**src/rtl/core/wpos_pkg.sv**
```systemverilog
// shared types, constants and lookup functions of the wind noise sampler
`default_nettype none

package wpos_pkg;

    localparam int PERM_ENTRIES     = 256;
    localparam int OCTAVES_DEF      = 3;
    localparam int SINE_DEPTH_DEF   = 256;
    localparam int OCT_W            = 3;
    localparam int CFG_IDX_W        = 3;

    // register map
    localparam logic [CFG_IDX_W-1:0] CFG_DIR_X     = 3'd0;
    localparam logic [CFG_IDX_W-1:0] CFG_DIR_Y     = 3'd1;
    localparam logic [CFG_IDX_W-1:0] CFG_STRENGTH  = 3'd2;
    localparam logic [CFG_IDX_W-1:0] CFG_SPEED     = 3'd3;
    localparam logic [CFG_IDX_W-1:0] CFG_GUST_FREQ = 3'd4;
    localparam logic [CFG_IDX_W-1:0] CFG_GUST_AMP  = 3'd5;

    localparam logic [15:0] RST_DIR_X     = 16'd16384;
    localparam logic [15:0] RST_DIR_Y     = 16'd0;
    localparam logic [15:0] RST_STRENGTH  = 16'd256;
    localparam logic [15:0] RST_SPEED     = 16'd256;
    localparam logic [15:0] RST_GUST_FREQ = 16'd128;
    localparam logic [15:0] RST_GUST_AMP  = 16'd77;

    localparam logic [23:0] SCROLL_K  = 24'd26214;
    localparam logic [23:0] BASE_FREQ = 24'd6554;

    typedef enum logic {
        ST_IDLE,
        ST_RUN
    } state_t;

    typedef enum logic [4:0] {
        OP_TS, OP_D, OP_OX, OP_OY,
        OP_NX, OP_NY,
        OP_FADE1, OP_FADE2, OP_FADE3, OP_FADE4,
        OP_HASH1, OP_HASH2, OP_HASH3,
        OP_L1, OP_L2, OP_L3, OP_W,
        OP_G1, OP_G2, OP_G3, OP_G4, OP_G5, OP_G6, OP_G7, OP_G8,
        OP_OUT
    } op_t;

    typedef struct packed {
        logic             run;
        logic             phase;
        op_t              op;
        logic             axis;
        logic [OCT_W-1:0] oct;
        logic             load_tick;
        logic             load_sample;
        logic             out_load;
    } cmd_t;

    localparam logic [7:0] PERM_ROM [PERM_ENTRIES] = '{
        8'd151,8'd160,8'd137,8'd91,8'd90,8'd15,8'd131,8'd13,
        8'd201,8'd95,8'd96,8'd53,8'd194,8'd233,8'd7,8'd225,
        8'd140,8'd36,8'd103,8'd30,8'd69,8'd142,8'd8,8'd99,
        8'd37,8'd240,8'd21,8'd10,8'd23,8'd190,8'd6,8'd148,
        8'd247,8'd120,8'd234,8'd75,8'd0,8'd26,8'd197,8'd62,
        8'd94,8'd252,8'd219,8'd203,8'd117,8'd35,8'd11,8'd32,
        8'd57,8'd177,8'd33,8'd88,8'd237,8'd149,8'd56,8'd87,
        8'd174,8'd20,8'd125,8'd136,8'd171,8'd168,8'd68,8'd175,
        8'd74,8'd165,8'd71,8'd134,8'd139,8'd48,8'd27,8'd166,
        8'd77,8'd146,8'd158,8'd231,8'd83,8'd111,8'd229,8'd122,
        8'd60,8'd211,8'd133,8'd230,8'd220,8'd105,8'd92,8'd41,
        8'd55,8'd46,8'd245,8'd40,8'd244,8'd102,8'd143,8'd54,
        8'd65,8'd25,8'd63,8'd161,8'd1,8'd216,8'd80,8'd73,
        8'd209,8'd76,8'd132,8'd187,8'd208,8'd89,8'd18,8'd169,
        8'd200,8'd196,8'd135,8'd130,8'd116,8'd188,8'd159,8'd86,
        8'd164,8'd100,8'd109,8'd198,8'd173,8'd186,8'd3,8'd64,
        8'd52,8'd217,8'd226,8'd250,8'd124,8'd123,8'd5,8'd202,
        8'd38,8'd147,8'd118,8'd126,8'd255,8'd82,8'd85,8'd212,
        8'd207,8'd206,8'd59,8'd227,8'd47,8'd16,8'd58,8'd17,
        8'd182,8'd189,8'd28,8'd42,8'd223,8'd183,8'd170,8'd213,
        8'd119,8'd248,8'd152,8'd2,8'd44,8'd154,8'd163,8'd70,
        8'd221,8'd153,8'd101,8'd155,8'd167,8'd43,8'd172,8'd9,
        8'd129,8'd22,8'd39,8'd253,8'd19,8'd98,8'd108,8'd110,
        8'd79,8'd113,8'd224,8'd232,8'd178,8'd185,8'd112,8'd104,
        8'd218,8'd246,8'd97,8'd228,8'd251,8'd34,8'd242,8'd193,
        8'd238,8'd210,8'd144,8'd12,8'd191,8'd179,8'd162,8'd241,
        8'd81,8'd51,8'd145,8'd235,8'd249,8'd14,8'd239,8'd107,
        8'd49,8'd192,8'd214,8'd31,8'd181,8'd199,8'd106,8'd157,
        8'd184,8'd84,8'd204,8'd176,8'd115,8'd121,8'd50,8'd45,
        8'd127,8'd4,8'd150,8'd254,8'd138,8'd236,8'd205,8'd93,
        8'd222,8'd114,8'd67,8'd29,8'd24,8'd72,8'd243,8'd141,
        8'd128,8'd195,8'd78,8'd66,8'd215,8'd61,8'd156,8'd180
    };

    function automatic logic [7:0] perm(input logic [7:0] idx);
        perm = PERM_ROM[idx];
    endfunction

    function automatic logic [23:0] oct_weight(input logic [OCT_W-1:0] k);
        logic [23:0] w;
        unique case (k)
            3'd0:    w = 24'd45875;
            3'd1:    w = 24'd13107;
            3'd2:    w = 24'd6554;
            default: w = 24'd0;
        endcase
        oct_weight = w;
    endfunction

    // 8-way gradient: +-u +- 2v
    function automatic logic signed [18:0] grad(input logic [7:0] hash,
                                                input logic signed [17:0] x,
                                                input logic signed [17:0] y);
        logic [2:0]         h;
        logic signed [18:0] u;
        logic signed [18:0] v2;
        h  = hash[2:0];
        u  = h[2] ? 19'(y) : 19'(x);
        v2 = h[2] ? (19'(x) <<< 1) : (19'(y) <<< 1);
        grad = (h[0] ? -u : u) + (h[1] ? -v2 : v2);
    endfunction

endpackage

`default_nettype wire

```
**src/rtl/core/wpos_ctrl.sv**
```systemverilog
// sequencer that walks the datapath through one sample
`default_nettype none

module wpos_ctrl #(
    parameter int OCTAVES = wpos_pkg::OCTAVES_DEF
) (
    input  wire              clk,
    input  wire              rst_n,
    input  wire              in_valid,
    output logic             in_stall,
    input  wire              req_type,
    output logic             out_valid,
    input  wire              out_stall,
    output wpos_pkg::cmd_t   cmd
);

    wpos_pkg::state_t             state_reg, state_next;
    wpos_pkg::op_t                op_reg, op_next;
    logic                         phase_reg, phase_next;
    logic                         axis_reg, axis_next;
    logic [wpos_pkg::OCT_W-1:0]   oct_reg, oct_next;
    logic                         out_valid_reg, out_valid_next;
    logic                         accept;

    always_ff @(posedge clk or negedge rst_n)
    begin
        if (!rst_n)
        begin
            state_reg     <= wpos_pkg::ST_IDLE;
            op_reg        <= wpos_pkg::OP_TS;
            phase_reg     <= 1'b0;
            axis_reg      <= 1'b0;
            oct_reg       <= '0;
            out_valid_reg <= 1'b0;
        end
        else
        begin
            state_reg     <= state_next;
            op_reg        <= op_next;
            phase_reg     <= phase_next;
            axis_reg      <= axis_next;
            oct_reg       <= oct_next;
            out_valid_reg <= out_valid_next;
        end
    end

    always_comb
    begin
        state_next = state_reg;
        op_next    = op_reg;
        phase_next = phase_reg;
        axis_next  = axis_reg;
        oct_next   = oct_reg;
        in_stall   = (state_reg != wpos_pkg::ST_IDLE);
        accept     = in_valid && !in_stall;

        cmd             = '0;
        cmd.run         = (state_reg == wpos_pkg::ST_RUN);
        cmd.phase       = phase_reg;
        cmd.op          = op_reg;
        cmd.axis        = axis_reg;
        cmd.oct         = oct_reg;
        cmd.load_tick   = accept && !req_type;
        cmd.load_sample = accept && req_type;

        unique case (state_reg)
            wpos_pkg::ST_IDLE:
            begin
                if (accept && req_type)
                begin
                    state_next = wpos_pkg::ST_RUN;
                    op_next    = wpos_pkg::OP_TS;
                    phase_next = 1'b0;
                    axis_next  = 1'b0;
                    oct_next   = '0;
                end
            end
            wpos_pkg::ST_RUN:
            begin
                if (!phase_reg)
                begin
                    phase_next = 1'b1;
                end
                else if (op_reg == wpos_pkg::OP_OUT)
                begin
                    // hold until the output register is free
                    if (!out_valid_reg || !out_stall)
                    begin
                        cmd.out_load = 1'b1;
                        state_next   = wpos_pkg::ST_IDLE;
                        phase_next   = 1'b0;
                    end
                end
                else
                begin
                    phase_next = 1'b0;
                    unique case (op_reg)
                        wpos_pkg::OP_TS:    op_next = wpos_pkg::OP_D;
                        wpos_pkg::OP_D:     op_next = wpos_pkg::OP_OX;
                        wpos_pkg::OP_OX:    op_next = wpos_pkg::OP_OY;
                        wpos_pkg::OP_OY:    op_next = wpos_pkg::OP_NX;
                        wpos_pkg::OP_NX:    op_next = wpos_pkg::OP_NY;
                        wpos_pkg::OP_NY:    op_next = wpos_pkg::OP_FADE1;
                        wpos_pkg::OP_FADE1: op_next = wpos_pkg::OP_FADE2;
                        wpos_pkg::OP_FADE2: op_next = wpos_pkg::OP_FADE3;
                        wpos_pkg::OP_FADE3: op_next = wpos_pkg::OP_FADE4;
                        wpos_pkg::OP_FADE4:
                        begin
                            if (!axis_reg)
                            begin
                                op_next   = wpos_pkg::OP_FADE1;
                                axis_next = 1'b1;
                            end
                            else
                            begin
                                op_next   = wpos_pkg::OP_HASH1;
                                axis_next = 1'b0;
                            end
                        end
                        wpos_pkg::OP_HASH1: op_next = wpos_pkg::OP_HASH2;
                        wpos_pkg::OP_HASH2: op_next = wpos_pkg::OP_HASH3;
                        wpos_pkg::OP_HASH3: op_next = wpos_pkg::OP_L1;
                        wpos_pkg::OP_L1:    op_next = wpos_pkg::OP_L2;
                        wpos_pkg::OP_L2:    op_next = wpos_pkg::OP_L3;
                        wpos_pkg::OP_L3:    op_next = wpos_pkg::OP_W;
                        wpos_pkg::OP_W:
                        begin
                            if (oct_reg == wpos_pkg::OCT_W'(OCTAVES - 1))
                            begin
                                op_next = wpos_pkg::OP_G1;
                            end
                            else
                            begin
                                op_next  = wpos_pkg::OP_NX;
                                oct_next = oct_reg + 1'b1;
                            end
                        end
                        wpos_pkg::OP_G1:    op_next = wpos_pkg::OP_G2;
                        wpos_pkg::OP_G2:    op_next = wpos_pkg::OP_G3;
                        wpos_pkg::OP_G3:    op_next = wpos_pkg::OP_G4;
                        wpos_pkg::OP_G4:    op_next = wpos_pkg::OP_G5;
                        wpos_pkg::OP_G5:    op_next = wpos_pkg::OP_G6;
                        wpos_pkg::OP_G6:    op_next = wpos_pkg::OP_G7;
                        wpos_pkg::OP_G7:    op_next = wpos_pkg::OP_G8;
                        wpos_pkg::OP_G8:    op_next = wpos_pkg::OP_OUT;
                        default:            op_next = op_reg;
                    endcase
                end
            end
            default:
            begin
                state_next = wpos_pkg::ST_IDLE;
            end
        endcase

        if (cmd.out_load)
            out_valid_next = 1'b1;
        else if (out_valid_reg && !out_stall)
            out_valid_next = 1'b0;
        else
            out_valid_next = out_valid_reg;
    end

    assign out_valid = out_valid_reg;

endmodule

`default_nettype wire

```
**config.mk**
```make
export PLATFORM = sky130hd
export DESIGN_NAME = wpos_ctrl
export DESIGN_NICKNAME = d
export VERILOG_FILES = /design/src/rtl/core/wpos_pkg.sv /design/src/rtl/core/wpos_ctrl.sv
export SDC_FILE = /design/constraint.sdc
export NUM_CORES = 1
export LEC_CHECK = 0
export ABC_CLOCK_PERIOD_IN_PS = 4600
export BUFFER_PORTS_ARGS = -buffer_cell sky130_fd_sc_hd__clkbuf_2
export CORE_AREA = 2 2 50 52
export CTS_BUF_LIST = sky130_fd_sc_hd__clkbuf_4
export DETAILED_ROUTE_END_ITERATION = 8
export DIE_AREA = 0 0 52 54
export PLACE_DENSITY = 0.6
export REMOVE_ABC_BUFFERS = 1
export SYNTH_ARGS = -nofsm -noshare
export SYNTH_HDL_FRONTEND = slang
export SYNTH_SLANG_ARGS = --single-unit
```
**constraint.sdc**
```tcl
create_clock -name clk -period 4.6 [get_ports clk]
set_clock_uncertainty 0.2 [all_clocks]
set_input_delay 0.46 -clock clk [delete_from_list [all_inputs] [get_ports clk]]
set_output_delay 0.46 -clock clk [all_outputs]
set_load 0.03 [all_outputs]
```
Word-level counts from Yosys, hierarchy flattened
Index checks and enable logic that the tools add are counted.

storage, ports and cells
  latch bits = 0
  memory bits (writable) = 0
  memories = 0
  bits in registers = 12
  ROM bits = 0

cells by class
  $lt $le $gt $ge = 0
  $add $sub $neg = 1
  shift-type cells = 0
  eq/ne operators = 33
  divide/modulo/power cells = 0
  muxes and demuxes = 33
  reductions and logical operators = 14
  bitwise operators = 1
  multiply operators = 0

operators with widths
  operator               count
  $pmux W5 S25           1
  $eq A5 B5 Y1 const B   10
  $eq A5 B4 Y1 const B   8
  $ne A26 B1 Y1 const B  1
  $eq A5 B3 Y1 const B   4
  $mux W5                4
  $mux W1                17
  $mux W3                5
  $eq A5 B2 Y1 const B   2
  $pmux W5 S2            1
  $reduce_and A4 Y1      2
  $ne A2 B1 Y1 const B   3
  $ne A2 B2 Y1 const B   3
  $pmux W1 S2            3
  $pmux W3 S2            1
  $eq A5 B1 Y1 const B   1
  $logic_not A5 Y1       1
  $reduce_and A5 Y1      1
  $logic_and A1 B1 Y1    4
  $logic_not A1 Y1       4
  $mux W4                1
  $add A3 B1 Y3 const B  1
  $eq A3 B2 Y1 const B   1
  $reduce_bool A2 Y1     1
  other kinds (2)        2

Depth between registers and ports, before layout
Gate-level depths: netlist (run 1).

  depth after elaboration = 7
  gate-level depth with buffers = 7

Least setup slack after synthesis (run 1)
Ideal clock, no wire load.

  kind = flip-flop to output port
  from = register state_reg (netlist: in_stall)
  to = output cmd[2] (netlist name)
  path slack = 2.493 ns
  arrival = 1.447 ns
  stages on the path, launching flop included = 3
  cell sequence = dfrtp_1 buf_4 nor3b_1

RTL lines
  what                    RTL line         source
  start, declared         wpos_ctrl.sv:17  wpos_pkg::state_t state_reg, state_next;
  start signal, assigned  wpos_ctrl.sv:29  state_reg <= wpos_pkg::ST_IDLE;
  start signal, assigned  wpos_ctrl.sv:38  state_reg <= state_next;
  end, declared           wpos_ctrl.sv:14  output wpos_pkg::cmd_t cmd

==> out/results.tsv, run 1 <==
stage	metric	value	unit
clock_network	clock_insertion_delay_worst_skew	270	ps
sta	fin_tns_setup	0	ps
die	chipWidth	52	um
power_and_ir_drop	cellLeakagePower	0.4627	nW
cells_and_area	post_layout_inst_area	992.2	um2
drt	drt_iter0_markers	17	
logic_synthesis	synth-seq-area-share	33.61	%
placement	dp_hpwl	1348	um
drt	ant_nets	0	
logic_synthesis	synth.lib_cells_used.distinct	34	
power_and_ir_drop	power.density	691.9	nW/um2
clock_network	clk_root_buffer_cell	sky130_fd_sc_hd__clkbuf_4	
worst_setup_path	worstPathArrival	1970	ps
die	io_pins	21	
sta	finalSetupViolations	0	
placement	cell_area_placed	959.7	um2
die	initial_core_util	38.51	%
drt	routed_wl	1901	um
global_route	first_pass_grt_wire_length	3174	um
global_route	first_global_vias	698	
min_path	min-delay-path-class	in -> reg	
die	num_rows	18	
die	floorplan.die.height	54	um
sta	worstMarginPinSlew	517.9	ps
clock_network	cts.sink_count	12	
drt	drt_pass1_iterations	4	
power_and_ir_drop	maximum_ir_drop_on_the_vdd_rail	0.3744	mV
cells_and_area	antennaDiodeCount	0	
global_route	globalRouteTotalUtil	15.42	%
logic_synthesis	netlist.top_cell.by_area	sky130_fd_sc_hd__dfrtp_1	
sta	setup_repair_after_global_routing_missed_its_margin	no	
worst_setup_path	cp_data_required_time	3940	ps
worst_setup_path	critPathKind	reg -> out	
placement	gp_routability_congestion	0.7889	
logic_synthesis	synth_top_cells_by_area	sky130_fd_sc_hd__dfrtp_1 (34%), sky130_fd_sc_hd__nand2_1 (7.1%), sky130_fd_sc_hd__o21ai_0 (5.6%)	
worst_setup_path	worst_setup_path_end_kind	output pin	
logic_synthesis	synth_area_per_cell	8.590	um2
clock_network	tritoncts	yes	
sta	timing.max_slew.rel_slack	65.47	%
drt	drc_errors	0	
global_route	grt_antenna_before_repair	0	
clock_network	cts.reportedPaths.clkPinSlew	80	ps
outcome	outcome	complete, no violations	
clock_network	cts_max_path_buffers	2	
global_route	grt_overflow_total	0	
placement	numPortBuffers	20	
logic_synthesis	synthesis.area	893.4	um2
sta	hold_viol_final	0	
clock_network	numCtsBuffers	3	
cells_and_area	ratio_of_cells_with_drive_above_1_in_the_final_layout	27.12	%
sta	post-route-worst-setup-slack	1967	ps
cells_and_area	largest_reg_flops	5	
sta	fin_crit	2633	ps
worst_setup_path	setup.worst_path.start	op_reg[0]	
sta	report.final.slew_viol_count	0	
logic_synthesis	synth-seq-cells	12	
die	die_area	2808	um2
cells_and_area	areaGrowthSynthToFinish	11.06	%
sta	post-route-period-util	57.24	%
cells_and_area	nets	127	
logic_synthesis	synth_top_area_share	33.61	%
logic_synthesis	synthesis.yosys.warnings	0	
job	timing.max_cap.violations	0	
logic_synthesis	syn_inst	104	
die	core-area	2320	um2
global_route	grt_max_degree	18	
power_and_ir_drop	fin_total_pwr	0.0006865	W
sta	max_freq	379.8	MHz
worst_setup_path	setup.worst_path.start_class	flop	
clock_network	htree_levels	1	
placement	dp_slack	2291	ps
cells_and_area	postLayoutCoreUtil	42.77	%
drt	viasPerCell	5.392	
drt	routed-via-count	798	
min_path	hp-start	out_stall	
drt	post_detailed_route_wirelength_per_cell	12.84	um
worst_setup_path	crit_path_max_fanout	17	
worst_setup_path	timing.rr.start	oct_reg[0]	
[cells in the mapped netlist]
cell	n
sky130_fd_sc_hd__a211oi_1	1
sky130_fd_sc_hd__a21o_1	1
sky130_fd_sc_hd__a21oi_1	3
sky130_fd_sc_hd__a21oi_2	2
sky130_fd_sc_hd__a22o_1	4
sky130_fd_sc_hd__a41oi_2	1
sky130_fd_sc_hd__and2_1	1
sky130_fd_sc_hd__and2b_1	1
sky130_fd_sc_hd__and4bb_4	1
sky130_fd_sc_hd__buf_2	3
sky130_fd_sc_hd__buf_4	6
sky130_fd_sc_hd__buf_6	1
sky130_fd_sc_hd__dfrtp_1	12
sky130_fd_sc_hd__ha_1	2
sky130_fd_sc_hd__inv_1	2
sky130_fd_sc_hd__inv_2	1
sky130_fd_sc_hd__mux2i_1	1
sky130_fd_sc_hd__nand2_1	17
sky130_fd_sc_hd__nand2b_1	2
sky130_fd_sc_hd__nand3_1	7
sky130_fd_sc_hd__nand3b_1	1
sky130_fd_sc_hd__nand3b_4	1
sky130_fd_sc_hd__nor2_1	4
sky130_fd_sc_hd__nor2b_1	3
sky130_fd_sc_hd__nor3_1	2
sky130_fd_sc_hd__nor3_2	2
sky130_fd_sc_hd__nor3b_1	2
sky130_fd_sc_hd__nor4bb_1	1
sky130_fd_sc_hd__o21ai_0	10
sky130_fd_sc_hd__o21ai_1	5
sky130_fd_sc_hd__o21ai_4	1
sky130_fd_sc_hd__o311a_1	1
sky130_fd_sc_hd__xnor2_1	1
sky130_fd_sc_hd__xor2_1	1
[through the flow]
stage	hold WS [ps]	instances
finish	289.2	148
global route	307.8	148
CTS	277.6	148
detailed placement	172.0	144
global placement	176.1	144
floorplan	-35.59	94
[cell usage in the layout (no fill, tap or decap), drive strengths merged, types with 2 or more instances in the layout]
| cell | n |
|---|---|
| clkbuf | 23 |
| nand2 | 17 |
| o21ai | 16 |
| dfrtp | 12 |
| nand3 | 7 |
| a21oi | 5 |
| nor2 | 4 |
| a22o | 4 |
| nor3 | 4 |
| nor2b | 3 |
| inv | 3 |
| nor3b | 2 |
| nand2b | 2 |
| ha | 2 |
| nand3b | 2 |
[layout make-up]
class,instances,area (um2)
clock buffer,3,22.52
fill,246,1328
inverter,3,11.26
multi-input combinational,79,510.5
sequential,12,300.3
tap,30,37.54
timing repair buffer,21,110.1
[power breakdown]
part / internal, W / switching, W
sequential: 0.000144 / 0.000107
clock: 0.0000303 / 0.0000340
combinational: 0.000148 / 0.000225
total: 0.000322 / 0.000365
[per-layer routing]
metal	GRT usage [%]	part of all wire [%]	vias to the layer above	routed length, um
li1	-	-	390	-
met2	25.11	47	28	890
met4	9.211	3.0	0	57
met5	0	0	-	0
met1	20.24	46	369	873
met3	0.8333	4.2	11	80
[final timing paths]
kind	endpoint	slack [ps]	depth (start not counted)
worst min register to register	oct_reg[0]	360	1
min in group asynchronous	op_reg[3]	410	2
max in group asynchronous	in_stall	3540	2
worst max register to register	op_reg[4]	2700	7
worst max-delay path	cmd[0]	1970	4
worst min-delay path	out_valid	290	3
[worst max-delay path, cell delays in order, from the launching register on]
cell and delay (ps):
sky130_fd_sc_hd__dfrtp_1 670, sky130_fd_sc_hd__and4bb_4 350, sky130_fd_sc_hd__nand2_1 130, sky130_fd_sc_hd__nor3b_1 310, sky130_fd_sc_hd__clkbuf_2 260
[cells by family (layout without fill, tap and decap cells)]
group / after synthesis / in the layout / synth area share (%)
AND/OR/NAND/NOR: 45 / 45 / 28.85
buffers and inverters: 13 / 27 / 9.243
XOR/XNOR: 2 / 2 / 1.961
multiplexers: 1 / 1 / 1.120
flip-flops: 12 / 12 / 33.61
adder cells (fa/ha/maj): 2 / 2 / 2.801
AO/OA/AOI/OAI: 29 / 29 / 22.41
[what timing repair did]
action                    in CTS  in global routing
setup buffers                  0                  0
resized for setup              0                  0
hold endpoints to repair      12                  0
hold buffers                   1                  0
(Power assumes the default switching activity.)
==> run 2, diff against run 1 <==
--- a/config.mk
+++ b/config.mk
@@ -5,13 +5,14 @@
 export SDC_FILE = /design/constraint.sdc
 export NUM_CORES = 1
 export LEC_CHECK = 0
-export ABC_CLOCK_PERIOD_IN_PS = 4600
+export ABC_AREA = 1
+export ABC_CLOCK_PERIOD_IN_PS = 2600
 export BUFFER_PORTS_ARGS = -buffer_cell sky130_fd_sc_hd__clkbuf_2
-export CORE_AREA = 2 2 50 52
+export CORE_AREA = 2 2 55 57
 export CTS_BUF_LIST = sky130_fd_sc_hd__clkbuf_4
 export DETAILED_ROUTE_END_ITERATION = 8
-export DIE_AREA = 0 0 52 54
-export PLACE_DENSITY = 0.6
+export DIE_AREA = 0 0 57 59
+export PLACE_DENSITY = 0.59
 export REMOVE_ABC_BUFFERS = 1
 export SYNTH_ARGS = -nofsm -noshare
 export SYNTH_HDL_FRONTEND = slang
==> constraint.sdc (replaced) <==
create_clock -name clk -period 2.6 [get_ports clk]
set_clock_uncertainty 0.2 [all_clocks]
set_input_delay 0.26 -clock clk [delete_from_list [all_inputs] [get_ports clk]]
set_output_delay 0.26 -clock clk [all_outputs]
set_load 0.03 [all_outputs]
==> run 2 against run 1 <==
Effect of this change:
- hold slack lost 260 ps
- die area increased by 20%
- via count up 49%
- first-iteration DRC count rose to 3.5 times the previous value
- largest power group unchanged
==> out/results.tsv, run 2 <==
stage	metric	value	unit
outcome	outcome	complete, no violations	
clock_network	tritoncts	yes	
clock_network	clock_insertion_delay_worst_skew	270	ps
worst_setup_path	worst-r2r-setup-slack	500	ps
worst_setup_path	setup.worst_path.start	op_reg[4]	
sta	post-route-worst-setup-slack	238.3	ps
cells_and_area	final_cells	228	
logic_synthesis	synthesis.area	1095	um2
cells_and_area	layout.cells.most_common	sky130_fd_sc_hd__nand2_1	
die	floorplan.die.height	59	um
cells_and_area	ff_latch_area	300.3	um2
global_route	globalRouteTotalUtil	18.70	%
logic_synthesis	syn_inst	179	
cells_and_area	areaGrowthSynthToFinish	11.89	%
drt	drt_pass1_iterations	6	
drt	post_detailed_route_wirelength_per_cell	12.16	um
sta	fin_hold_ws	26.85	ps
logic_synthesis	synth_top_area_share	27.43	%
power_and_ir_drop	power.density	1307	nW/um2
sta	post-route-period-util	90.84	%
drt	drt_iter0_markers	59	
worst_setup_path	timing.rr.start	op_reg[4]	
cells_and_area	largest_reg_flops	5	
logic_synthesis	synth_area_per_cell	6.116	um2
worst_setup_path	worstPathArrival	1900	ps
die	num_rows	19	
job	timing.max_cap.violations	0	
logic_synthesis	synthMostInstantiatedCell	sky130_fd_sc_hd__nand2_1	
global_route	first_pass_grt_wire_length	4926	um
power_and_ir_drop	maximum_ir_drop_on_the_vdd_rail	0.6102	mV
drt	ant_nets	0	
sta	worstMarginPinSlew	441.3	ps
logic_synthesis	netlist.top_cell.by_area	sky130_fd_sc_hd__dfrtp_1	
cells_and_area	layout.cells.most_common_list	sky130_fd_sc_hd__nand2_1 (44), sky130_fd_sc_hd__nand3_1 (25), sky130_fd_sc_hd__nor2_1 (24), sky130_fd_sc_hd__clkbuf_2 (20), sky130_fd_sc_hd__inv_1 (15)	
power_and_ir_drop	p_seq_share	23.8	%
power_and_ir_drop	switchingPower	0.0009596	W
logic_synthesis	synthesis.yosys.warnings	0	
drt	routed_wl	2772	um
cells_and_area	nFillCells	301	
placement	dp_slack	498.1	ps
die	chipWidth	57	um
min_path	min-delay-path-class	in -> reg	
clock_network	htree_levels	1	
drt	viasPerCell	5.202	
logic_synthesis	synth.lib_cells_used.distinct	22	
sta	setup_repair_after_global_routing_missed_its_margin	no	
logic_synthesis	synth-seq-cells	12	
global_route	grt_max_degree	15	
worst_setup_path	cp_data_required_time	2140	ps
global_route	first_global_vias	1094	
global_route	grt_overflow_total	0	
clock_network	numCtsBuffers	3	
cells_and_area	antennaDiodeCount	0	
logic_synthesis	synth-seq-area-share	27.43	%
sta	fin_tns_setup	0	ps
worst_setup_path	critPathKind	reg -> out	
clock_network	cts.reportedPaths.clkPinSlew	70	ps
worst_setup_path	worst_reg2reg_endpoint	oct_reg[2]	
sta	fin_crit	2362	ps
drt	routed-via-count	1186	
sta	hold_viol_final	0	
min_path	hold_critical_path_endpoint	out_valid	
placement	gp_routability_congestion	0.9183	
logic_synthesis	synthTopCellsByCount	sky130_fd_sc_hd__nand2_1 (44), sky130_fd_sc_hd__nand3_1 (25), sky130_fd_sc_hd__nor2_1 (24), sky130_fd_sc_hd__inv_1 (15), sky130_fd_sc_hd__dfrtp_1 (12)	
logic_synthesis	synth_enable_flop_cells	0	
worst_setup_path	crit_path_max_fanout	14	
placement	numPortBuffers	20	
clock_network	post_cts.repair.setup_buffers	0	
placement	dpl.cell_count	223	
logic_synthesis	yosys_most_used_dff	sky130_fd_sc_hd__dfrtp_1	
power_and_ir_drop	clkPwrFrac	7.2	%
clock_network	clk_root_buffer_cell	sky130_fd_sc_hd__clkbuf_4	
sta	finalSetupViolations	0	
die	core-area	2710	um2
power_and_ir_drop	switching_share	59.92	%
sta	max_freq	423.4	MHz
logic_synthesis	synth-async-reset-ratio	100.0	%
die	io_pins	21	
die	initial_core_util	40.40	%
worst_setup_path	timing.reg2reg.worst_path_depth	7	
cells_and_area	multiInputGateArea	663.1	um2
power_and_ir_drop	internal_power	0.0006419	W
power_and_ir_drop	combinationalPowerShare	69.1	%
cells_and_area	nets	205	
clock_network	cts.sink_count	12	
drt	drc_errors	0	
placement	dp_hpwl	2240	um
cells_and_area	ratio_of_cells_with_drive_above_1_in_the_final_layout	19.29	%
min_path	min_path_cells	3	
worst_setup_path	worst_setup_path_end_kind	output pin	
sta	timing.max_slew.rel_slack	70.27	%
min_path	hp-start	out_stall	
sta	report.final.slew_viol_count	0	
global_route	grt_antenna_before_repair	0	
worst_setup_path	setup.worst_path.start_class	flop	
power_and_ir_drop	cellLeakagePower	0.6583	nW
logic_synthesis	synth_top_cells_by_area	sky130_fd_sc_hd__dfrtp_1 (27%), sky130_fd_sc_hd__nand2_1 (15%), sky130_fd_sc_hd__nand3_1 (11%)	
clock_network	cts_max_path_buffers	2	
die	die_area	3363	um2
-- run 2: changes by cell type after synthesis, sizes merged, moves of 3 or more --
cell,delta
inv,+18
a22o,-4
nand4,+3
a21oi,+4
nand2,+28
nand3,+19
nor2,+26
nor2b,-3
-- run 2: layout make-up --
| type | count | share of cell area, % |
|---|---|---|
| Multi-Input combinational cell | 138 | 54.14 |
| Sequential cell | 12 | 24.51 |
| Timing Repair Buffer | 22 | 9.602 |
| Inverter | 21 | 6.435 |
| Tap cell | 31 | 3.167 |
| Clock buffer | 3 | 1.839 |
| Clock inverter | 1 | 0.3064 |
-- run 2: worst max-delay path by stage --
stage | endpoint | slack [ps] | depth (start not counted)
4_1_cts | cmd[0] | 230 | 5
3_3_place_gp | oct_reg[2] | 590 | 7
5_1_grt | cmd[0] | 50 | 5
2_1_floorplan | oct_reg[0] | 420 | 10
3_5_place_dp | oct_reg[2] | 500 | 7
6_report | cmd[0] | 240 | 5
-- run 2: timing repair --
item / 4_1_cts / 5_1_grt
gates resized for setup: 0 / 0
hold buffers: 1 / 0
endpoints found under the hold margin: 12 / 0
-- run 2: logic make-up after synthesis --
| group | Yosys count | synth area share (%) |
|---|---|---|
| adders and majority gates | 2 | 2.285 |
| DFF | 12 | 27.43 |
| buffers and inverters | 29 | 12.00 |
| and+or+nand+nor | 107 | 44.46 |
| AOI/OAI and AO/OA | 29 | 13.83 |
-- run 2: per-stage QoR --
step	total power (W)	instance area (um2)	util, %
3_5_place_dp	0.001478	1189	43.86
2_1_floorplan	0.001199	1042	-
5_1_grt	0.001772	1225	45.20
4_1_cts	0.001601	1225	45.20
6_report	0.001601	1225	45.20
3_3_place_gp	0.001489	1189	43.86
-- run 2: critical path, stage by stage, from the launching register on --
cell	delay, ps
sky130_fd_sc_hd__dfrtp_1	620
sky130_fd_sc_hd__inv_2	200
sky130_fd_sc_hd__nor3_1	390
sky130_fd_sc_hd__nand2_1	110
sky130_fd_sc_hd__nor2_1	100
sky130_fd_sc_hd__clkbuf_2	210
-- run 2: per-layer routing --
layer / vias up / routed length (um) / global-route usage [%] / part of all wire [%]
met5: - / 0 / 0 / 0
li1: 622 / - / - / -
met4: 0 / 46 / 5.316 / 1.7
met3: 8 / 228 / 5.895 / 8.2
met2: 46 / 1199 / 29.23 / 43
met1: 510 / 1297 / 25.10 / 47
-- run 2: power groups by stage --
stage,combinational (W),sequential [W],clock (W)
global route,0.00124,0.000400,0.000131
global placement,0.00111,0.000376,0
detailed placement,0.00109,0.000384,0
CTS,0.00110,0.000380,0.000121
finish,0.00111,0.000380,0.000115
floorplan,0.000674,0.000525,0
==> run 3, diff against run 2 <==
--- a/config.mk
+++ b/config.mk
@@ -8,11 +8,11 @@
 export ABC_AREA = 1
 export ABC_CLOCK_PERIOD_IN_PS = 2600
 export BUFFER_PORTS_ARGS = -buffer_cell sky130_fd_sc_hd__clkbuf_2
-export CORE_AREA = 2 2 55 57
+export CORE_AREA = 2 2 47 49
 export CTS_BUF_LIST = sky130_fd_sc_hd__clkbuf_4
 export DETAILED_ROUTE_END_ITERATION = 8
-export DIE_AREA = 0 0 57 59
-export PLACE_DENSITY = 0.59
+export DIE_AREA = 0 0 49 51
+export PLACE_DENSITY = 0.78
 export REMOVE_ABC_BUFFERS = 1
 export SYNTH_ARGS = -nofsm -noshare
 export SYNTH_HDL_FRONTEND = slang
==> run 3 against run 2 <==
Effect of this change:
- clock-buffer cell count unchanged
- first-iteration DRC count up 6.8%
- cell count fell by 1.8%
- register-to-register slack improved by 30 ps
- global-route usage grew 7.1 points
- wire length rose by 5.0%
- clock power hardly changed
- critical path depth up 1
- worst setup slack improved by 19 ps
- maximum frequency grew 0.81%
==> out/results.tsv, run 3 (synthesis results as in run 2) <==
stage	metric	value	unit
cells_and_area	final_cells	224	
power_and_ir_drop	maximum_ir_drop_on_the_vdd_rail	0.7854	mV
cells_and_area	layout.cells.most_common	sky130_fd_sc_hd__nand2_1	
drt	ant_nets	0	
drt	routed_wl	2910	um
cells_and_area	antennaDiodeCount	0	
clock_network	numCtsBuffers	3	
sta	max_freq	426.8	MHz
global_route	globalRouteTotalUtil	25.76	%
worst_setup_path	cp_data_required_time	2140	ps
clock_network	post_cts.repair.setup_buffers	0	
drt	viasPerCell	5.549	
power_and_ir_drop	cellLeakagePower	0.6516	nW
die	die_area	2499	um2
global_route	grt_overflow_total	0	
worst_setup_path	setup.worst_path.start_class	flop	
die	num_rows	17	
die	floorplan.die.height	51	um
sta	report.final.slew_viol_count	0	
sta	fin_tns_setup	0	ps
sta	fin_hold_ws	30.33	ps
drt	routed-via-count	1243	
job	timing.max_cap.violations	0	
clock_network	cts.reportedPaths.clkPinSlew	70	ps
power_and_ir_drop	fin_total_pwr	0.001604	W
clock_network	clk_root_buffer_cell	sky130_fd_sc_hd__clkbuf_4	
clock_network	htree_levels	1	
sta	timing.max_slew.rel_slack	70.80	%
placement	dp_hpwl	2329	um
worst_setup_path	worst_setup_path_end_kind	output pin	
clock_network	cts.sink_count	12	
drt	drt_pass1_iterations	4	
die	initial_core_util	53.06	%
cells_and_area	largest_reg_flops	5	
placement	gp_routability_congestion	0.9636	
sta	hold_viol_final	0	
die	chipWidth	49	um
sta	setup_repair_after_global_routing_missed_its_margin	no	
cells_and_area	ratio_of_cells_with_drive_above_1_in_the_final_layout	19.39	%
cells_and_area	areaGrowthSynthToFinish	10.97	%
die	io_pins	21	
sta	post-route-period-util	90.11	%
die	core-area	2063	um2
worst_setup_path	crit_path_max_fanout	13	
worst_setup_path	critPathKind	reg -> out	
clock_network	clock_insertion_delay_worst_skew	270	ps
cells_and_area	nets	204	
drt	drt_iter0_markers	63	
drt	drc_errors	0	
global_route	grt_antenna_before_repair	0	
global_route	first_global_vias	1151	
clock_network	cts_max_path_buffers	2	
drt	post_detailed_route_wirelength_per_cell	12.99	um
power_and_ir_drop	power.density	1320	nW/um2
clock_network	tritoncts	yes	
min_path	min-delay-path-class	in -> reg	
sta	finalSetupViolations	0	
outcome	outcome	complete, no violations	
cells_and_area	layout.cells.most_common_list	sky130_fd_sc_hd__nand2_1 (44), sky130_fd_sc_hd__nand3_1 (25), sky130_fd_sc_hd__nor2_1 (24), sky130_fd_sc_hd__clkbuf_2 (20), sky130_fd_sc_hd__inv_1 (15)	
global_route	first_pass_grt_wire_length	5023	um
worst_setup_path	worstPathArrival	1880	ps
global_route	grt_max_degree	15	
sta	worstMarginPinSlew	438.0	ps
sta	fin_crit	2343	ps
placement	numPortBuffers	20	
placement	dpl.cell_count	219	
-- run 3: timing repair --
action | CTS | global route
gates resized for setup | 0 | 1
setup endpoints to repair | 0 | 1
hold buffers | 1 | 0
hold endpoints to repair | 12 | 0
-- run 3: worst max-delay path: stages (launching register included) --
cell                       delay (ps)
sky130_fd_sc_hd__dfrtp_1          540
sky130_fd_sc_hd__inv_1            180
sky130_fd_sc_hd__nand2_1          100
sky130_fd_sc_hd__nor3_1           350
sky130_fd_sc_hd__nand2_1          120
sky130_fd_sc_hd__nor2_1           110
sky130_fd_sc_hd__clkbuf_2         210
-- run 3: worst paths after layout --
check | from | end | slack [ps] | depth (start not counted)
max in group asynchronous | rst_n | op_reg[4] | 1740 | 2
max | op_reg[2] | cmd[0] | 260 | 6
max reg2reg | op_reg[2] | oct_reg[1] | 530 | 8
min in group asynchronous | rst_n | oct_reg[2] | 210 | 2
min reg2reg | out_valid | out_valid | 340 | 2
min | out_stall | out_valid | 30 | 3
-- run 3: report_power, final --
group          internal, W  switching (W)
sequential        0.000261       0.000138
clock            0.0000555      0.0000605
combinational     0.000320       0.000768
-- run 3: final cells by class --
class | instances | area, um2
fill | 221 | 848.3
multi-input combinational | 138 | 663.1
sequential | 12 | 301.5
timing repair buffer | 21 | 110.1
inverter | 21 | 78.83
tap | 28 | 35.03
clock buffer | 3 | 22.52
clock inverter | 1 | 3.754
-- run 3: layer usage --
| metal | global-route usage (%) | routed length [um] | vias to the layer above |
|---|---|---|---|
| met1 | 31.67 | 1192 | 571 |
| li1 | - | - | 613 |
| met2 | 44.75 | 1512 | 50 |
| met3 | 1.754 | 146 | 9 |
| met4 | 15.24 | 57 | 0 |
| met5 | 0 | 0 | - |
-- run 3: stage by stage --
| stage | cell area, um2 | worst slack (ps) | util (%) |
|---|---|---|---|
| after global placement | 1177 | 455.5 | 57.06 |
| after CTS | 1214 | 156.6 | 58.82 |
| after detailed placement | 1177 | 477.5 | 57.06 |
| after floorplan | 1042 | 415.5 | - |
| final | 1215 | 257.2 | 58.88 |
| after global routing | 1215 | 107.3 | 58.88 |
